$ cat config.mk
export PLATFORM = sky130hd
export DESIGN_NAME = sensor_uart_frame_parser_flat
export DESIGN_NICKNAME = d
export VERILOG_FILES = /design/src/rtl/sfp_pkg.sv /design/src/rtl/sfp_in_if.sv /design/src/rtl/sfp_out_if.sv /design/src/rtl/sfp_frame_dec.sv /design/src/rtl/sensor_uart_frame_parser.sv /design/src/flat_wrapper.sv
export SDC_FILE = /design/constraint.sdc
export NUM_CORES = 1
export LEC_CHECK = 0
export ABC_CLOCK_PERIOD_IN_PS = 7700
export BUFFER_PORTS_ARGS = -buffer_cell sky130_fd_sc_hd__buf_2
export CAP_MARGIN = 0
export CORE_MARGIN = 2
export CORE_UTILIZATION = 50
export DETAILED_ROUTE_END_ITERATION = 12
export PLACE_DENSITY = 0.68
export RECOVER_POWER = 25
export SYNTH_ARGS = -nofsm -noshare
export SYNTH_HDL_FRONTEND = slang
export SYNTH_SLANG_ARGS = --single-unit
export TNS_END_PERCENT = 50
$ cat constraint.sdc
create_clock -name clk -period 7.7 [get_ports clk]
set_clock_uncertainty 0.05 [all_clocks]
set_input_delay 0.385 -clock clk [delete_from_list [all_inputs] [get_ports clk]]
set_output_delay 0.385 -clock clk [all_outputs]
set_load 0.05 [all_outputs]
$ cat src/rtl/sfp_pkg.sv
// Shared types and constants for the sensor UART frame parser.
// No dependencies; sfp_frame_dec and the parser top level import this package.
package sfp_pkg;

  // Frame geometry: header, type, payload and one trailing checksum byte
  localparam int FRAME_LEN = 9;
  // Bytes kept in flops; the checksum byte is compared on arrival, not stored
  localparam int STORE_LEN = FRAME_LEN - 1;
  localparam int IDX_W     = $clog2(STORE_LEN);
  localparam int CNT_W     = 4;
  localparam int IDLE_W    = 17;
  localparam int TMO_W     = 16;
  localparam int PPB_W     = 16;

  localparam logic [CNT_W-1:0]  FRAME_CNT   = CNT_W'(FRAME_LEN);
  localparam logic [CNT_W-1:0]  CHK_CNT     = CNT_W'(FRAME_LEN - 1);
  localparam logic [IDLE_W-1:0] IDLE_MAX    = {IDLE_W{1'b1}};
  localparam logic [TMO_W-1:0]  TMO_RESET   = 16'd100;

  // Protocol codes
  localparam logic [7:0] HDR_BYTE    = 8'hFF;
  localparam logic [7:0] TYPE_UPLOAD = 8'h17;
  localparam logic [7:0] TYPE_QUERY  = 8'h86;

  // Item kinds on the input channel
  localparam logic FUNC_BYTE = 1'b0;
  localparam logic FUNC_TICK = 1'b1;

  // Stored frame bytes 0 .. STORE_LEN-1
  typedef logic [STORE_LEN-1:0][7:0] store_t;

  // Decoder verdict for a frame completed by the checksum byte
  typedef struct packed {
    logic             sum_ok;
    logic             hit;
    logic [PPB_W-1:0] tvoc_ppb;
    logic             from_query;
  } dec_t;

endpackage

$ cat src/rtl/sfp_in_if.sv
// Input channel of the frame parser: one received byte or one tick per transaction.
// Standalone; the widths match sfp_pkg.
interface sfp_in_if;
  logic       valid;
  logic       ready;
  logic       func;
  logic [7:0] rx_byte;

  modport source (output valid, func, rx_byte, input ready);
  modport sink   (input valid, func, rx_byte, output ready);
endinterface

$ cat src/rtl/sfp_out_if.sv
// Result channel of the frame parser: one ppb reading per transaction.
// Standalone; the widths match sfp_pkg.
interface sfp_out_if;
  logic        valid;
  logic        ready;
  logic [15:0] tvoc_ppb;
  logic        from_query;

  modport source (output valid, tvoc_ppb, from_query, input ready);
  modport sink   (input valid, tvoc_ppb, from_query, output ready);
endinterface

$ cat src/rtl/sfp_frame_dec.sv
// Checksum test and header/type decode of a frame whose last byte is arriving.
// Depends on sfp_pkg.
module sfp_frame_dec (
  input  sfp_pkg::store_t frame,
  input  logic [7:0]      chk_byte,
  output sfp_pkg::dec_t   dec
);
  import sfp_pkg::*;

  logic [7:0] acc;
  logic [7:0] chk_exp;

  // Sum bytes 1..7 modulo 256 and negate
  always_comb begin
    acc = 8'd0;
    for (int i = 1; i < STORE_LEN; i++) begin
      acc = acc + frame[i];
    end
    chk_exp = ~acc + 8'd1;
  end

  // Pick the reading by frame type
  always_comb begin
    dec.sum_ok     = (chk_exp == chk_byte);
    dec.hit        = 1'b0;
    dec.tvoc_ppb   = {frame[4], frame[5]};
    dec.from_query = 1'b0;
    if (frame[0] == HDR_BYTE) begin
      unique case (frame[1])
        TYPE_UPLOAD: begin
          dec.hit = dec.sum_ok;
        end
        TYPE_QUERY: begin
          dec.hit        = dec.sum_ok;
          dec.tvoc_ppb   = {frame[6], frame[7]};
          dec.from_query = 1'b1;
        end
        default: ;
      endcase
    end
  end

endmodule

$ cat src/rtl/sensor_uart_frame_parser.sv
// Top level of the nine-byte gas sensor UART frame parser.
// Depends on sfp_pkg, sfp_in_if, sfp_out_if and sfp_frame_dec.
//
// The block takes one transaction per clock on in_chan: a received UART byte
// (func 0) or a one-millisecond tick (func 1). A 0xFF byte restarts the frame;
// once the ninth byte arrives the checksum (two's complement of the 8-bit sum of
// bytes 1..7) is checked and, for a frame of type 0x17 or 0x86, a 16-bit ppb
// reading is delivered on out_chan, taken from bytes 4-5 or 6-7. Each item
// passes through an input register and the decode logic, and its result is
// held in the output register until out_chan takes it; the sustained rate is
// one item per cycle while the output is not stalled; the single output
// register lets input keep flowing while a result waits, and only an item that
// would produce a second unread result holds the input. Ticks count bus idle
// time, saturating at 17 bits, and drop a partial frame once the count exceeds
// cfg frame_timeout_ticks (reset 100).
module sensor_uart_frame_parser (
  input  logic                       clk,
  input  logic                       rst_n,
  sfp_in_if.sink                     in_chan,
  sfp_out_if.source                  out_chan,
  input  logic                       cfg_we,
  input  logic [sfp_pkg::TMO_W-1:0]  cfg_wdata
);
  import sfp_pkg::*;

  // Input register
  logic             in_vld_r;
  logic             in_func_r;
  logic [7:0]       in_byte_r;

  // Parser state
  store_t           frame_r;
  logic [CNT_W-1:0] cnt_r, cnt_nxt;
  logic [IDLE_W-1:0] idle_r, idle_nxt;
  logic [TMO_W-1:0] tmo_r;

  // Output register
  logic             out_vld_r, out_vld_nxt;
  logic [PPB_W-1:0] out_ppb_r;
  logic             out_query_r;

  logic             out_free;
  logic             proc_ok;
  logic             emit;
  logic             wr_en;
  logic [CNT_W-1:0] cnt_eff;
  logic [IDLE_W-1:0] idle_inc;
  dec_t             dec;

  sfp_frame_dec u_dec (
    .frame    (frame_r),
    .chk_byte (in_byte_r),
    .dec      (dec)
  );

  assign out_free = !out_vld_r || out_chan.ready;
  assign proc_ok  = in_vld_r && (!emit || out_free);
  assign in_chan.ready = !in_vld_r || proc_ok;

  // Next parser state for the held item
  always_comb begin
    cnt_nxt  = cnt_r;
    idle_nxt = idle_r;
    emit     = 1'b0;
    wr_en    = 1'b0;
    cnt_eff  = (in_byte_r == HDR_BYTE) ? '0 : cnt_r;
    idle_inc = (idle_r == IDLE_MAX) ? idle_r : idle_r + 1'b1;
    unique case (in_func_r)
      FUNC_TICK: begin
        idle_nxt = idle_inc;
        if (cnt_r != '0 && idle_inc > {1'b0, tmo_r}) begin
          cnt_nxt = '0;
        end
      end
      FUNC_BYTE: begin
        idle_nxt = '0;
        cnt_nxt  = cnt_eff;
        if (cnt_eff < FRAME_CNT) begin
          cnt_nxt = cnt_eff + 1'b1;
          wr_en   = (cnt_eff < CHK_CNT);
        end
        // Ninth byte closes the frame; a failed frame stays full until 0xFF or a timeout
        if (cnt_eff == CHK_CNT && dec.sum_ok) begin
          cnt_nxt = '0;
          emit    = dec.hit;
        end
      end
      default: ;
    endcase
  end

  // Load the input register
  always_ff @(posedge clk) begin
    if (!rst_n) begin
      in_vld_r <= 1'b0;
    end else if (in_chan.ready) begin
      in_vld_r <= in_chan.valid;
    end
  end

  always_ff @(posedge clk) begin
    if (in_chan.ready && in_chan.valid) begin
      in_func_r <= in_chan.func;
      in_byte_r <= in_chan.rx_byte;
    end
  end

  // Advance the parser state
  always_ff @(posedge clk) begin
    if (!rst_n) begin
      cnt_r  <= '0;
      idle_r <= '0;
    end else if (proc_ok) begin
      cnt_r  <= cnt_nxt;
      idle_r <= idle_nxt;
    end
  end

  always_ff @(posedge clk) begin
    if (proc_ok && wr_en) begin
      frame_r[cnt_eff[IDX_W-1:0]] <= in_byte_r;
    end
  end

  // Hold the timeout register
  always_ff @(posedge clk) begin
    if (!rst_n) begin
      tmo_r <= TMO_RESET;
    end else if (cfg_we) begin
      tmo_r <= cfg_wdata;
    end
  end

  // Output register
  always_comb begin
    out_vld_nxt = out_vld_r;
    if (out_free) begin
      out_vld_nxt = proc_ok && emit;
    end
  end

  always_ff @(posedge clk) begin
    if (!rst_n) begin
      out_vld_r <= 1'b0;
    end else begin
      out_vld_r <= out_vld_nxt;
    end
  end

  always_ff @(posedge clk) begin
    if (proc_ok && emit) begin
      out_ppb_r   <= dec.tvoc_ppb;
      out_query_r <= dec.from_query;
    end
  end

  assign out_chan.valid      = out_vld_r;
  assign out_chan.tvoc_ppb   = out_ppb_r;
  assign out_chan.from_query = out_query_r;

endmodule

$ cat src/flat_wrapper.sv
// flat-port wrapper written by rule: the top's interface ports become plain ports
module sensor_uart_frame_parser_flat import sfp_pkg::*;
  (clk, rst_n, cfg_we, cfg_wdata, in_chan_valid, in_chan_func, in_chan_rx_byte, in_chan_ready, out_chan_valid, out_chan_tvoc_ppb, out_chan_from_query, out_chan_ready);
  sfp_in_if in_chan_i ();
  sfp_out_if out_chan_i ();
  input  logic clk;
  input  logic rst_n;
  input  logic cfg_we;
  input  logic [sfp_pkg::TMO_W-1:0] cfg_wdata;
  input wire logic [$bits(in_chan_i.valid)-1:0] in_chan_valid;
  input wire logic [$bits(in_chan_i.func)-1:0] in_chan_func;
  input wire logic [$bits(in_chan_i.rx_byte)-1:0] in_chan_rx_byte;
  output wire logic [$bits(in_chan_i.ready)-1:0] in_chan_ready;
  output wire logic [$bits(out_chan_i.valid)-1:0] out_chan_valid;
  output wire logic [$bits(out_chan_i.tvoc_ppb)-1:0] out_chan_tvoc_ppb;
  output wire logic [$bits(out_chan_i.from_query)-1:0] out_chan_from_query;
  input wire logic [$bits(out_chan_i.ready)-1:0] out_chan_ready;
  assign in_chan_i.valid = in_chan_valid;
  assign in_chan_i.func = in_chan_func;
  assign in_chan_i.rx_byte = in_chan_rx_byte;
  assign in_chan_ready = in_chan_i.ready;
  assign out_chan_valid = out_chan_i.valid;
  assign out_chan_tvoc_ppb = out_chan_i.tvoc_ppb;
  assign out_chan_from_query = out_chan_i.from_query;
  assign out_chan_i.ready = out_chan_ready;
  sensor_uart_frame_parser u_core (.clk(clk), .rst_n(rst_n), .in_chan(in_chan_i), .out_chan(out_chan_i), .cfg_we(cfg_we), .cfg_wdata(cfg_wdata));
endmodule
Yosys cells after proc, flatten, opt, wreduce, memory -nomap -nowiden --
Index checks and enable logic that the tools add are counted.
Storage, ports and cells: flip-flop bits (word level) 129, input port bits 30, output and inout port bits 19, logic and storage cells 74
Cells by class: add/sub/neg operators 9, $lt $le $gt $ge 5, equality and inequality tests 8, multiplexer cells 17, bitwise operators 2, reductions and logical operators 16
Operator list (number):
- bitwise mux 64 bit | 1
- adder 8 bit | 6
- two-way mux 17 bit | 2
- case mux 17 bit (2 select lines) | 1
- demux 8 bit (select 3 bit) | 1
- equality test 8 bit (second input constant) | 3
- two-way mux 18 bit | 1
- adder 17 x 1 -> 17 bit (second input constant) | 1
- equality test 17 bit (second input constant) | 1
- greater-than comparator 17 x 16 -> 1 bit | 1
- two-way mux 4 bit | 4
- adder 8 x 1 -> 8 bit (second input constant) | 1
- equality test 8 x 5 -> 1 bit (second input constant) | 1
- equality test 8 bit | 1
- less-than comparator 4 bit (second input constant) | 2
- two-way mux 8 bit | 1
- inverter 8 bit | 1
- case mux 4 bit (2 select lines) | 1
- logical AND 1 bit | 7
- two-way mux 1 bit | 5
- adder 4 x 1 -> 4 bit (second input constant) | 1
- equality test 4 bit (second input constant) | 1
- less-than comparator 3 x 4 -> 1 bit (second input constant) | 1
- nonzero test 4 bit | 1
- 7 further kinds | 11

Longest topological paths before layout --
Gate-level depths: netlist of the first run.
depth in word-level cells 18, mapped depth 20, mapped depth without buffers 19

By module --
From an unflattened synthesis of the first run, not the netlist that was laid out.
Second synthesis, totals: cell total of the unflattened synthesis 622, area, all modules 6965.4 sq um
Modules (own cells, without submodules):
- sensor_uart_frame_parser | instances 1, cells an instance 419, area each 5333.9 sq um, seq. area each 3483.3 sq um
- sfp_frame_dec | instances 1, cells an instance 203, area each 1631.6 sq um, seq. area each 0.0 sq um

Worst setup path after synthesis of the first run --
No wires, ideal clock.
path kind reg-to-reg, start reg u_core.frame_r[10] (netlist name), end reg u_core.out_query_r (netlist: u_core.out_chan.from_query), enable pin, setup time 0.390 ns, arrival 5.786 ns, data required time 7.260 ns, setup slack 1.473 ns, stages on the path, launching flop included 17, path buffers 0, period minus slack after synthesis 6.227 ns, cells stage by stage edfxtp_1 fa_1 inv_1 fa_1 fa_1 inv_1 fa_1 inv_1 fa_1 nor3b_1 nor2b_1 o21ai_0 nor3_1 xnor3_1 or3_4 or2_4 nor2_1
On the way: longest elaborated chain between the ends 17, elaborated cells on any way between the ends 21, classes of those cells add/sub (7); eq/ne (3); mux (4); bitwise (1); reduce/logical (6)
RTL lines:
- start, declared | line sensor_uart_frame_parser.sv:32 | store_t frame_r;
- start signal, assigned by index | line sensor_uart_frame_parser.sv:121 | frame_r[cnt_eff[IDX_W-1:0]] <= in_byte_r;
- adder 8 bit (6 in a row) | line sfp_frame_dec.sv:17 | acc = acc + frame[i];
- inverter 8 bit | line sfp_frame_dec.sv:19 | chk_exp = ~acc + 8'd1;
- adder 8 x 1 -> 8 bit | line sfp_frame_dec.sv:19
- equality test 8 bit | line sfp_frame_dec.sv:24 | dec.sum_ok = (chk_exp == chk_byte);
- two-way mux 1 bit | line sfp_frame_dec.sv:29 | unique case (frame[1])
- two-way mux 18 bit | line sfp_frame_dec.sv:28 | if (frame[0] == HDR_BYTE) begin
- two-way mux 1 bit * | line sensor_uart_frame_parser.sv:83 | if (cnt_eff == CHK_CNT && dec.sum_ok) begin
- two-way mux 1 bit * | line sensor_uart_frame_parser.sv:68 | unique case (in_func_r)
- logical NOT 1 bit | line sensor_uart_frame_parser.sv:57 | assign proc_ok = in_vld_r && (!emit || out_free);
- logical OR 1 bit | line sensor_uart_frame_parser.sv:57
- logical AND 1 bit | line sensor_uart_frame_parser.sv:57
- logical AND 1 bit * | line sensor_uart_frame_parser.sv:151 | if (proc_ok && emit) begin
- end signal, assigned | line sensor_uart_frame_parser.sv:153 | out_query_r <= dec.from_query;
- end, declared | line sensor_uart_frame_parser.sv:40 | logic out_query_r;
Mark *: on every way between the ends. The rest lies on a longest branch, timed or not. A chain may end at the register's enable or synchronous reset.

Worst setup path after layout of the first run --
start reg u_core.frame_r[10] (netlist name), end reg u_core.frame_r[13] (netlist name), enable pin
On the way: longest elaborated chain between the ends 17, elaborated cells on any way between the ends 21, classes of those cells add/sub (7); eq/ne (3); mux (4); bitwise (1); reduce/logical (6)
RTL lines:
- adder 8 bit (6 in a row) | line sfp_frame_dec.sv:17
- inverter 8 bit | line sfp_frame_dec.sv:19
- adder 8 x 1 -> 8 bit | line sfp_frame_dec.sv:19
- equality test 8 bit | line sfp_frame_dec.sv:24
- two-way mux 1 bit | line sfp_frame_dec.sv:29
- two-way mux 18 bit | line sfp_frame_dec.sv:28
- two-way mux 1 bit * | line sensor_uart_frame_parser.sv:83
- two-way mux 1 bit * | line sensor_uart_frame_parser.sv:68
- logical NOT 1 bit * | line sensor_uart_frame_parser.sv:57
- logical OR 1 bit * | line sensor_uart_frame_parser.sv:57
- logical AND 1 bit * | line sensor_uart_frame_parser.sv:57
- logical AND 1 bit * | line sensor_uart_frame_parser.sv:120 | if (proc_ok && wr_en) begin
Marks and branches as above.

==> run metrics, run 1 <==
CTS sink cnt=129; count of final max-slew check failures=0; Clk Latency, worst-skew pair=0.42 ns; Worst-path clk slew=0.06 ns; design area=7926 um2; Worst EP arrival=6.57 ns; most common cell after layout, fill and taps aside=edfxtp_1; Diodes inserted=0; Post-Syn Area=6890 um2; critical path class=reg2reg; worst slew pin tran=1.198 ns; FF-to-FF setup slack=1.11 ns; DR DRC count=0; final net count=763; Buffers on Ports=48; Hold EP=u_core.in_byte_r[7]; WL per Instance=17.34 um; most frequently used flop master after synthesis=edfxtp_1; syn_nets=703; slew margin rel.=0.1965; crit path max fanout=17; register area share after synthesis=0.5055; TritonRoute pass-1 iters=5; drt via density=5.453; Hold Crit Start=in_chan_rx_byte[7]; Syn Inst Count=612; core area=13350 um2; fraction of layout cells with a size suffix above 1=0.1474; Yosys cell types=57; Iteration-0 DRC Markers=327; Worst EP required=7.68 ns; clock buffer depth=2; fillers=1099; gpl congestion=0.8405; unrepaired setup endpoints after global routing=false; WHS=0.08949 ns; status=completed; path depth of the worst reg2reg path=16; YS warnings=0; first-pass GRT wire length=24.18 mm; final-report hold violation count=0; synthesized area per cell=11.26 um2; hold-fix buffers at CTS=0; Async S/R FF share, synth=0; number of H-tree levels=4; placed cell areas=7352 um2; Num CTS Buffers=17; Post-synth EDFFs=90; Synth Register Bits=129; R2R Path Start=u_core.frame_r[10]; Tmin final=6.593 ns; # rows=42; largest net degree at the start of global routing=27; Final Non-Filler Cells=861; die width=121.4 um; wirelength, routed=14.93 mm; Tcrit/Tclk final=0.8562; most frequent cells in the layout=edfxtp_1 (90), nand2_1 (86), inv_1 (74); Max VDD drop=0.0001760 V; clock root cell=clkbuf_16; Layout area overhead=15.04%; worst flop-to-flop path endpoint=u_core.frame_r[13]; maxcap violations=0; Die Y=121.4 um; CP endpoint kind=register; # IOs=49; postcts setup bufs=0; gr usage total=0.2208; # resized after CTS=0; total number of vias=4695; Detail Route Antenna Nets=0; die area=14740 um2; pwr/cell area=205.8 nW/um2; vias in the first global route=4636; Worst Hold Class=in2reg; CTS tree=yes; antenna violations before repair=0; Static Leak=0.003237 uW; gr ovfl total=0; worst hold path depth=1; Starting Density=0.5162; FMAX=0.1517 GHz; HPWL Detailed=10.65 mm; dpl cells=829; # setup viols final=0; Final TNS setup=0 ns; Worst setup SP type=register
flip-flops by register name, summed over array words and instances (netlist names), 4 cells and up:
name / count
u_core.in_byte_r: 8
u_core.frame_r: 64
u_core.idle_r: 17
u_core.cnt_r: 4
u_core.out_chan.tvoc_ppb: 16
u_core.tmo_r: 16
critical path: stages (launching register included):
cell	delay (ns)
edfxtp_1	0.42
fa_1	0.55
inv_1	0.05
fa_1	0.51
fa_1	0.55
inv_1	0.05
fa_1	0.54
inv_1	0.07
fa_1	0.62
nor3b_1	0.32
nor2b_1	0.16
o21ai_0	0.13
nor3_1	0.23
xnor3_1	0.38
o31ai_4	0.21
or4_1	0.50
nor3_1	0.87
power breakdown:
| part | internal, uW | total, uW | leakage (uW) | switching (uW) |
|---|---|---|---|---|
| clock network | 453 | 775 | 0.000275 | 322 |
| logic | 34.4 | 81.2 | 0.00183 | 46.7 |
| registers | 756 | 775 | 0.00113 | 19.4 |
| total | 1240 | 1630 | 0.00324 | 388 |
logic make-up after synthesis:
family / share of synthesized area
DFF: 0.5055
xor gates and xnor gates: 0.05956
AOI/OAI and AO/OA: 0.06337
muxes: 0.02488
buffers and inverters: 0.04885
and+or+nand+nor: 0.1522
adders and majority gates: 0.1456
synth_stat cells, drive strengths merged, types with 2 or more instances:
master	number	share of area
o31ai	4	0.0084
o211ai	6	0.0065
o22ai	2	0.0018
dfxtp	39	0.11
nand4b	2	0.0025
nor4b	2	0.0025
inv	74	0.040
o21a	4	0.0044
nand4	14	0.013
xnor3	2	0.0067
nand2b	3	0.0027
mux2i	16	0.023
or2	2	0.0022
nor3	14	0.011
nand2	86	0.047
nand3	31	0.023
nor2b	5	0.0045
fa	32	0.093
a211oi	4	0.0051
edfxtp	90	0.39
ha	29	0.053
xor2	6	0.0076
clkbuf	13	0.0071
buf	2	0.0015
and3	8	0.0073
and4	2	0.0025
xnor2	32	0.042
a21oi	12	0.0093
o21ai	11	0.0080
nor2	36	0.020
a21o	4	0.0044
o221ai	3	0.0038
o32ai	2	0.0025
or4	5	0.0054
or3	2	0.0025
per-layer routing:
| metal | vias up | GRT usage | share of wire |
|---|---|---|---|
| li1 | 2241 | - | - |
| met1 | 2319 | 0.3108 | 0.47 |
| met2 | 113 | 0.3371 | 0.47 |
| met3 | 22 | 0.05216 | 0.045 |
| met4 | 0 | 0.07615 | 0.017 |
| met5 | - | 0 | 0 |
metrics by stage:
| step | total power (uW) | utilization | worst slack [ns] |
|---|---|---|---|
| finish | 1631 | 0.5938 | 1.107 |
| detailed placement | 869.5 | 0.5508 | 1.143 |
| global placement | 866.2 | 0.5508 | 1.374 |
| CTS | 1645 | 0.5939 | 1.116 |
| global route | 1691 | 0.5938 | 0.7090 |
| floorplan | 838.8 | - | 1.473 |
final cells by class:
type | count | area [um2] | share of cell area
timing repair buffer | 56 | 299.0 | 0.03773
clock inverter | 15 | 150.1 | 0.01894
clock buffer | 17 | 425.4 | 0.05367
multi-input combinational | 394 | 3070 | 0.3874
tap | 176 | 220.2 | 0.02778
inverter | 74 | 277.8 | 0.03504
sequential | 129 | 3483 | 0.4395
worst max path at each step:
stage / endpoint / from
after floorplan: u_core.out_chan.from_query / u_core.frame_r[10]
after global placement: u_core.frame_r[10] / u_core.frame_r[10]
after detailed placement: u_core.frame_r[10] / u_core.frame_r[10]
after CTS: u_core.frame_r[11] / u_core.frame_r[10]
after global routing: u_core.frame_r[10] / u_core.frame_r[10]
final: u_core.frame_r[13] / u_core.frame_r[10]
No activity file was read; power rests on OpenSTA's default activity.
==> run 2: changes to the inputs <==
--- a/config.mk
+++ b/config.mk
@@ -10,6 +10,7 @@
 export CAP_MARGIN = 0
 export CORE_MARGIN = 2
 export CORE_UTILIZATION = 50
+export CTS_BUF_LIST = sky130_fd_sc_hd__clkbuf_8
 export DETAILED_ROUTE_END_ITERATION = 12
 export PLACE_DENSITY = 0.68
 export RECOVER_POWER = 25
==> constraint.sdc (replaced) <==
create_clock -name clk -period 7.7 [get_ports clk]
set_clock_uncertainty 0.05 [all_clocks]
set_input_delay 0.385 -clock clk [delete_from_list [all_inputs] [get_ports clk]]
set_output_delay 0.385 -clock clk [all_outputs]
set_load 0.005 [all_outputs]
==> run metrics, run 2 (synthesis results as in run 1) <==
status=completed (unchanged); Top Usage Layer GRT=met2 (unchanged); CTS sink cnt=129 (unchanged); critical path class=reg2reg (unchanged); met3 usage in global routing=0.05357 (was 0.05216); clock root cell=clkbuf_8 (was clkbuf_16); Final TNS setup=0 ns (unchanged); number of H-tree levels=4 (unchanged); die width=121.4 um (unchanged); worst hold path depth=1 (unchanged); path depth of the worst reg2reg path=16 (unchanged); core area=13350 um2 (unchanged); unrepaired setup endpoints after global routing=false (unchanged); postcts setup bufs=0 (unchanged); Buffers on Ports=48 (unchanged); gr usage total=0.2183 (was 0.2208); Starting Density=0.5162 (unchanged); final net count=763 (unchanged); worst flop-to-flop path endpoint=u_core.frame_r[14] (was u_core.frame_r[13]); WL per Instance=17.03 um (was 17.34 um); Cell Chain, Critical Path=fa_1 -> inv_1 -> fa_1 -> fa_1 -> inv_1 -> fa_1 -> inv_1 -> fa_1 -> nor3b_1 -> nor2b_1 -> o21ai_0 -> nor3_1 -> xnor3_1 -> o31ai_4 -> or4_1 -> nor3_1 (unchanged); R2R Path Start=u_core.frame_r[10] (unchanged); largest net degree at the start of global routing=27 (unchanged); slew margin rel.=0.1989 (was 0.1965); fillers=1135 (was 1099); Iteration-0 DRC Markers=351 (was 327); Stages on worst setup path=16 (unchanged); drt via density=5.443 (was 5.453); Tcrit/Tclk final=0.8518 (was 0.8562); hold-fix buffers at CTS=0 (unchanged); FF-to-FF setup slack=1.14 ns (was 1.11 ns); fraction of layout cells with a size suffix above 1=0.1474 (unchanged); met1 Usage GRT=0.3062 (was 0.3108); footprint of the multi-input gates=3070 um2 (unchanged); Final Core Density=0.5795 (was 0.5938); gpl congestion=0.8405 (unchanged); Reg area=3483 um2 (unchanged); Layout area overhead=12.26% (was 15.04%); Hold EP=u_core.in_byte_r[7] (unchanged); HPWL Detailed=10.65 mm (unchanged); TritonRoute pass-1 iters=4 (was 5); final-report hold violation count=0 (unchanged); maxcap violations=0 (unchanged); # setup viols final=0 (unchanged); clock buffer depth=2 (unchanged); most common cell after layout, fill and taps aside=edfxtp_1 (unchanged); Max VDD drop=0.0001320 V (was 0.0001760 V); FMAX=0.1525 GHz (was 0.1517 GHz); worst path bufs/invs=3 (unchanged); Clk Latency, worst-skew pair=0.46 ns (was 0.42 ns); M2 GR Usage=0.3262 (was 0.3371); vias in the first global route=4624 (was 4636); gr ovfl total=0 (unchanged); Static Leak=0.003150 uW (was 0.003237 uW); Post-Place Setup Slack=1.143 ns (unchanged); Hold Crit Start=in_chan_rx_byte[7] (unchanged); Worst setup SP type=register (unchanged); CTS tree=yes (unchanged); Diodes inserted=0 (unchanged); Largest register FFs=64 (unchanged); Worst-path clk slew=0.08 ns (was 0.06 ns); antenna violations before repair=0 (unchanged); # rows=42 (unchanged); DR DRC count=0 (unchanged); critical path's top delay family=adder cells (unchanged); Worst EP arrival=6.59 ns (was 6.57 ns); worst slew pin tran=1.202 ns (was 1.198 ns); Die Y=121.4 um (unchanged); # resized after CTS=0 (unchanged); Num CTS Buffers=17 (unchanged); most frequent cells in the layout=edfxtp_1 (90), nand2_1 (86), inv_1 (74) (unchanged); Tmin final=6.559 ns (was 6.593 ns); CP endpoint kind=register (unchanged); die area=14740 um2 (unchanged); crit path max fanout=17 (unchanged); CP dominant cell by count=fa_1 (unchanged); count of final max-slew check failures=0 (unchanged); pwr/cell area=183.1 nW/um2 (was 205.8 nW/um2); Worst Hold Class=in2reg (unchanged); post-route setup slack=1.141 ns (was 1.107 ns); slowest cell on the critical path=nor3_1 (unchanged); Detail Route Antenna Nets=0 (unchanged); total number of vias=4686 (was 4695); wirelength, routed=14.67 mm (was 14.93 mm); Worst EP required=7.73 ns (was 7.68 ns); first-pass GRT wire length=23.90 mm (was 24.18 mm); CP peak stage delay=0.82 ns (was 0.87 ns); # IOs=49 (unchanged)
run 2: cell count changes in the layout (fill, tap and decap cells not counted):
| cell | before | now |
|---|---|---|
| clkbuf_16 | 17 | 0 |
| clkbuf_8 | 0 | 17 |
run 2: cell type report:
class / instances / share of cell area
clock buffers: 17 / 0.03025
clock inverters: 15 / 0.01941
repair buffers: 56 / 0.03866
well taps: 176 / 0.02847
flip-flops and latches: 129 / 0.4503
multi-input cells: 394 / 0.3970
inverters: 74 / 0.03591
run 2: worst register-to-register path, delay by kind of cell (launching register included):
family                   cells  cell delay, ns
flip-flops                   1            0.42
adder cells (fa/ha/maj)      5            2.77
buffers and inverters        3            0.17
XOR/XNOR                     1            0.38
AO/OA/AOI/OAI                2            0.34
AND/OR/NAND/NOR              5            2.06
run 2: worst max path at each step:
stage,start,slack (ns),end
after floorplan,u_core.frame_r[10],1.47,u_core.out_chan.from_query
after global placement,u_core.frame_r[10],1.37,u_core.frame_r[10]
after detailed placement,u_core.frame_r[10],1.14,u_core.frame_r[10]
after CTS,u_core.frame_r[10],1.13,u_core.frame_r[14]
after global routing,u_core.frame_r[10],0.73,u_core.frame_r[13]
final,u_core.frame_r[10],1.14,u_core.frame_r[14]
run 2: per-layer routing:
layer / vias to the layer above / part of all wire
li1: 2237 / -
met1: 2269 / 0.45
met2: 152 / 0.47
met3: 28 / 0.056
met4: 0 / 0.022
met5: - / 0
run 2: through the flow:
step / instance area [um2] / cells / power [uW] / hold WS, ns
after floorplan: 6890 / 612 / 838.8 / 0.4044
after global placement: 7352 / 829 / 866.2 / 0.4210
after detailed placement: 7352 / 829 / 869.5 / 0.4295
after CTS: 7736 / 861 / 1429 / 0.02017
after global routing: 7735 / 861 / 1473 / 0.02231
final: 7735 / 861 / 1416 / 0.04795
run 2: where the power goes:
group / leakage [uW] / internal [uW] / switching (uW)
registers: 0.00113 / 754 / 19.1
clock network: 0.000188 / 264 / 298
logic: 0.00183 / 34.3 / 46.3
total: 0.00315 / 1050 / 363
==> run 3: changes to the inputs <==
--- a/config.mk
+++ b/config.mk
@@ -5,14 +5,16 @@
 export SDC_FILE = /design/constraint.sdc
 export NUM_CORES = 1
 export LEC_CHECK = 0
-export ABC_CLOCK_PERIOD_IN_PS = 7700
+export ABC_CLOCK_PERIOD_IN_PS = 7600
 export BUFFER_PORTS_ARGS = -buffer_cell sky130_fd_sc_hd__buf_2
 export CAP_MARGIN = 0
+export CELL_PAD_IN_SITES_DETAIL_PLACEMENT = 1
+export CELL_PAD_IN_SITES_GLOBAL_PLACEMENT = 1
 export CORE_MARGIN = 2
 export CORE_UTILIZATION = 50
 export CTS_BUF_LIST = sky130_fd_sc_hd__clkbuf_8
 export DETAILED_ROUTE_END_ITERATION = 12
-export PLACE_DENSITY = 0.68
+export PLACE_DENSITY_LB_ADDON = 0.1
 export RECOVER_POWER = 25
 export SYNTH_ARGS = -nofsm -noshare
 export SYNTH_HDL_FRONTEND = slang
==> constraint.sdc (replaced) <==
create_clock -name clk -period 7.6 [get_ports clk]
set_clock_uncertainty 0.05 [all_clocks]
set_input_delay 0.38 -clock clk [delete_from_list [all_inputs] [get_ports clk]]
set_output_delay 0.38 -clock clk [all_outputs]
set_load 0.005 [all_outputs]
==> run metrics, run 3 (synthesis results as in run 1) <==
Tmin final=6.530 ns (was 6.559 ns); largest net degree at the start of global routing=27 (unchanged); status=completed (unchanged); drt via density=5.647 (was 5.443); maxcap violations=0 (unchanged); count of final max-slew check failures=0 (unchanged); dpl cells=830 (was 829); HPWL Detailed=12.86 mm (was 10.65 mm); FF-to-FF setup slack=1.07 ns (was 1.14 ns); footprint of the multi-input gates=3070 um2 (unchanged); worst path bufs/invs=4 (was 3); unrepaired setup endpoints after global routing=false (unchanged); clock buffer depth=2 (unchanged); CTS tree=yes (unchanged); CTS sink cnt=129 (unchanged); most common cell after layout, fill and taps aside=edfxtp_1 (unchanged); worst hold path depth=1 (unchanged); Iteration-0 DRC Markers=303 (was 351); Logic pwr share=0.057 (about the same); Worst Hold Class=in2reg (unchanged); Num CTS Buffers=17 (unchanged); gr ovfl total=0 (unchanged); clock root cell=clkbuf_8 (unchanged); Static Leak=0.003172 uW (was 0.003150 uW); final net count=764 (was 763); FMAX=0.1531 GHz (was 0.1525 GHz); Worst EP arrival=6.64 ns (was 6.59 ns); post-route setup slack=1.070 ns (was 1.141 ns); gr usage total=0.2579 (was 0.2183); Power Internal=1127 uW (was 1053 uW); Switching Share=0.2448 (was 0.2566); Worst-path clk slew=0.08 ns (about the same); Largest register FFs=64 (unchanged); DR DRC count=0 (unchanged); die area=14740 um2 (unchanged); Die Y=121.4 um (unchanged); Tcrit/Tclk final=0.8593 (was 0.8518); CP endpoint kind=register (unchanged); Seq pwr share=0.526 (was 0.546); Post-Place Setup Slack=1.095 ns (was 1.143 ns); most frequent cells in the layout=edfxtp_1 (90), nand2_1 (86), inv_1 (75) (was edfxtp_1 (90), nand2_1 (86), inv_1 (74)); hold-fix buffers at CTS=0 (unchanged); gpl congestion=0.8416 (was 0.8405); Clk Latency, worst-skew pair=0.46 ns (about the same); WL per Instance=20.31 um (was 17.03 um); CP dominant cell by count=fa_1 (unchanged); Diodes inserted=0 (unchanged); total power=1493 uW (was 1416 uW); Max VDD drop=0.0001797 V (was 0.0001320 V); Buffers on Ports=48 (unchanged); Layout area overhead=12.89% (was 12.26%); final-report hold violation count=0 (unchanged); # rows=42 (unchanged); # setup viols final=0 (unchanged); fillers=1439 (was 1135); die width=121.4 um (unchanged); Final TNS setup=0 ns (unchanged); # IOs=49 (unchanged); critical path's top delay family=adder cells (unchanged); pwr/cell area=191.9 nW/um2 (was 183.1 nW/um2); antenna violations before repair=0 (unchanged); TritonRoute pass-1 iters=7 (was 4); Starting Density=0.5162 (unchanged); slew margin rel.=0.1793 (was 0.1989); Reg area=3483 um2 (unchanged); wirelength, routed=17.50 mm (was 14.67 mm); fraction of layout cells with a size suffix above 1=0.1472 (was 0.1474); crit path max fanout=16 (was 17); first-pass GRT wire length=27.97 mm (was 23.90 mm); # resized after CTS=0 (unchanged); slowest cell on the critical path=fa_1 (was nor3_1); critical path class=reg2reg (unchanged); Psw=365.4 uW (was 363.4 uW); Detail Route Antenna Nets=0 (unchanged); Worst setup SP type=register (unchanged); Cell Chain, Critical Path=fa_1 -> inv_1 -> fa_1 -> fa_1 -> inv_1 -> fa_1 -> inv_1 -> fa_1 -> nor3b_1 -> nor2b_1 -> o21ai_0 -> nor3_1 -> xnor3_1 -> o31a_1 -> nand4_1 -> nor3_1 -> buf_4 (was fa_1 -> inv_1 -> fa_1 -> fa_1 -> inv_1 -> fa_1 -> inv_1 -> fa_1 -> nor3b_1 -> nor2b_1 -> o21ai_0 -> nor3_1 -> xnor3_1 -> o31ai_4 -> or4_1 -> nor3_1); path depth of the worst reg2reg path=17 (was 16); Stages on worst setup path=17 (was 16); number of H-tree levels=4 (unchanged); Worst EP required=7.71 ns (was 7.73 ns); total number of vias=4868 (was 4686); Final Non-Filler Cells=862 (was 861); worst slew pin tran=1.231 ns (was 1.202 ns); CP peak stage delay=0.59 ns (was 0.82 ns); vias in the first global route=5163 (was 4624); postcts setup bufs=0 (unchanged); Clk pwr share=0.418 (was 0.397); core area=13350 um2 (unchanged)
==> run 3: layout make-up <==
type / instances / area share
timing repair buffer: 57 / 0.03941
multi-input combinational: 394 / 0.3947
clock buffer: 17 / 0.03008
tap: 176 / 0.02831
inverter: 74 / 0.03571
sequential: 129 / 0.4478
clock inverter: 15 / 0.02397
==> run 3: power by group through the flow <==
stage	Sequential (uW)	Combinational [uW]	Clock [uW]
after global placement	799	78.8	0
after detailed placement	801	84.3	0
after floorplan	789	60.7	0
final	785	84.4	623
after global routing	787	93.4	660
after CTS	785	85.1	636
==> run 3: final timing paths <==
| check | to | start |
|---|---|---|
| setup reg to reg | u_core.frame_r[60] | u_core.frame_r[10] |
| hold reg to reg | u_core.idle_r[5] | u_core.idle_r[5] |
| hold / removal | u_core.in_byte_r[5] | in_chan_rx_byte[5] |
| setup / recovery | u_core.frame_r[60] | u_core.frame_r[10] |
==> run 3: stage by stage <==
stage	instance area (um2)	hold slack, ns	util
floorplan	6890	0.4044	-
global placement	7360	0.4211	0.5514
detailed placement	7360	0.4334	0.5514
CTS	7780	0.01764	0.5829
global route	7779	0.02017	0.5828
finish	7779	0.04926	0.5828
==> run 3: layer usage <==
| layer | global-route usage | wire, um |
|---|---|---|
| met1 | 0.3519 | 7924 |
| met2 | 0.4034 | 8225 |
| met3 | 0.06579 | 971 |
| met4 | 0.08621 | 381 |
| met5 | 0 | 0 |
==> run 3: worst register-to-register path, cell delays in order (launching register included) <==
cell	delay [ns]
edfxtp_1	0.46
fa_1	0.57
inv_1	0.06
fa_1	0.51
fa_1	0.56
inv_1	0.06
fa_1	0.54
inv_1	0.07
fa_1	0.59
nor3b_1	0.28
nor2b_1	0.18
o21ai_0	0.16
nor3_1	0.25
xnor3_1	0.40
o31a_1	0.58
nand4_1	0.28
nor3_1	0.38
buf_4	0.25
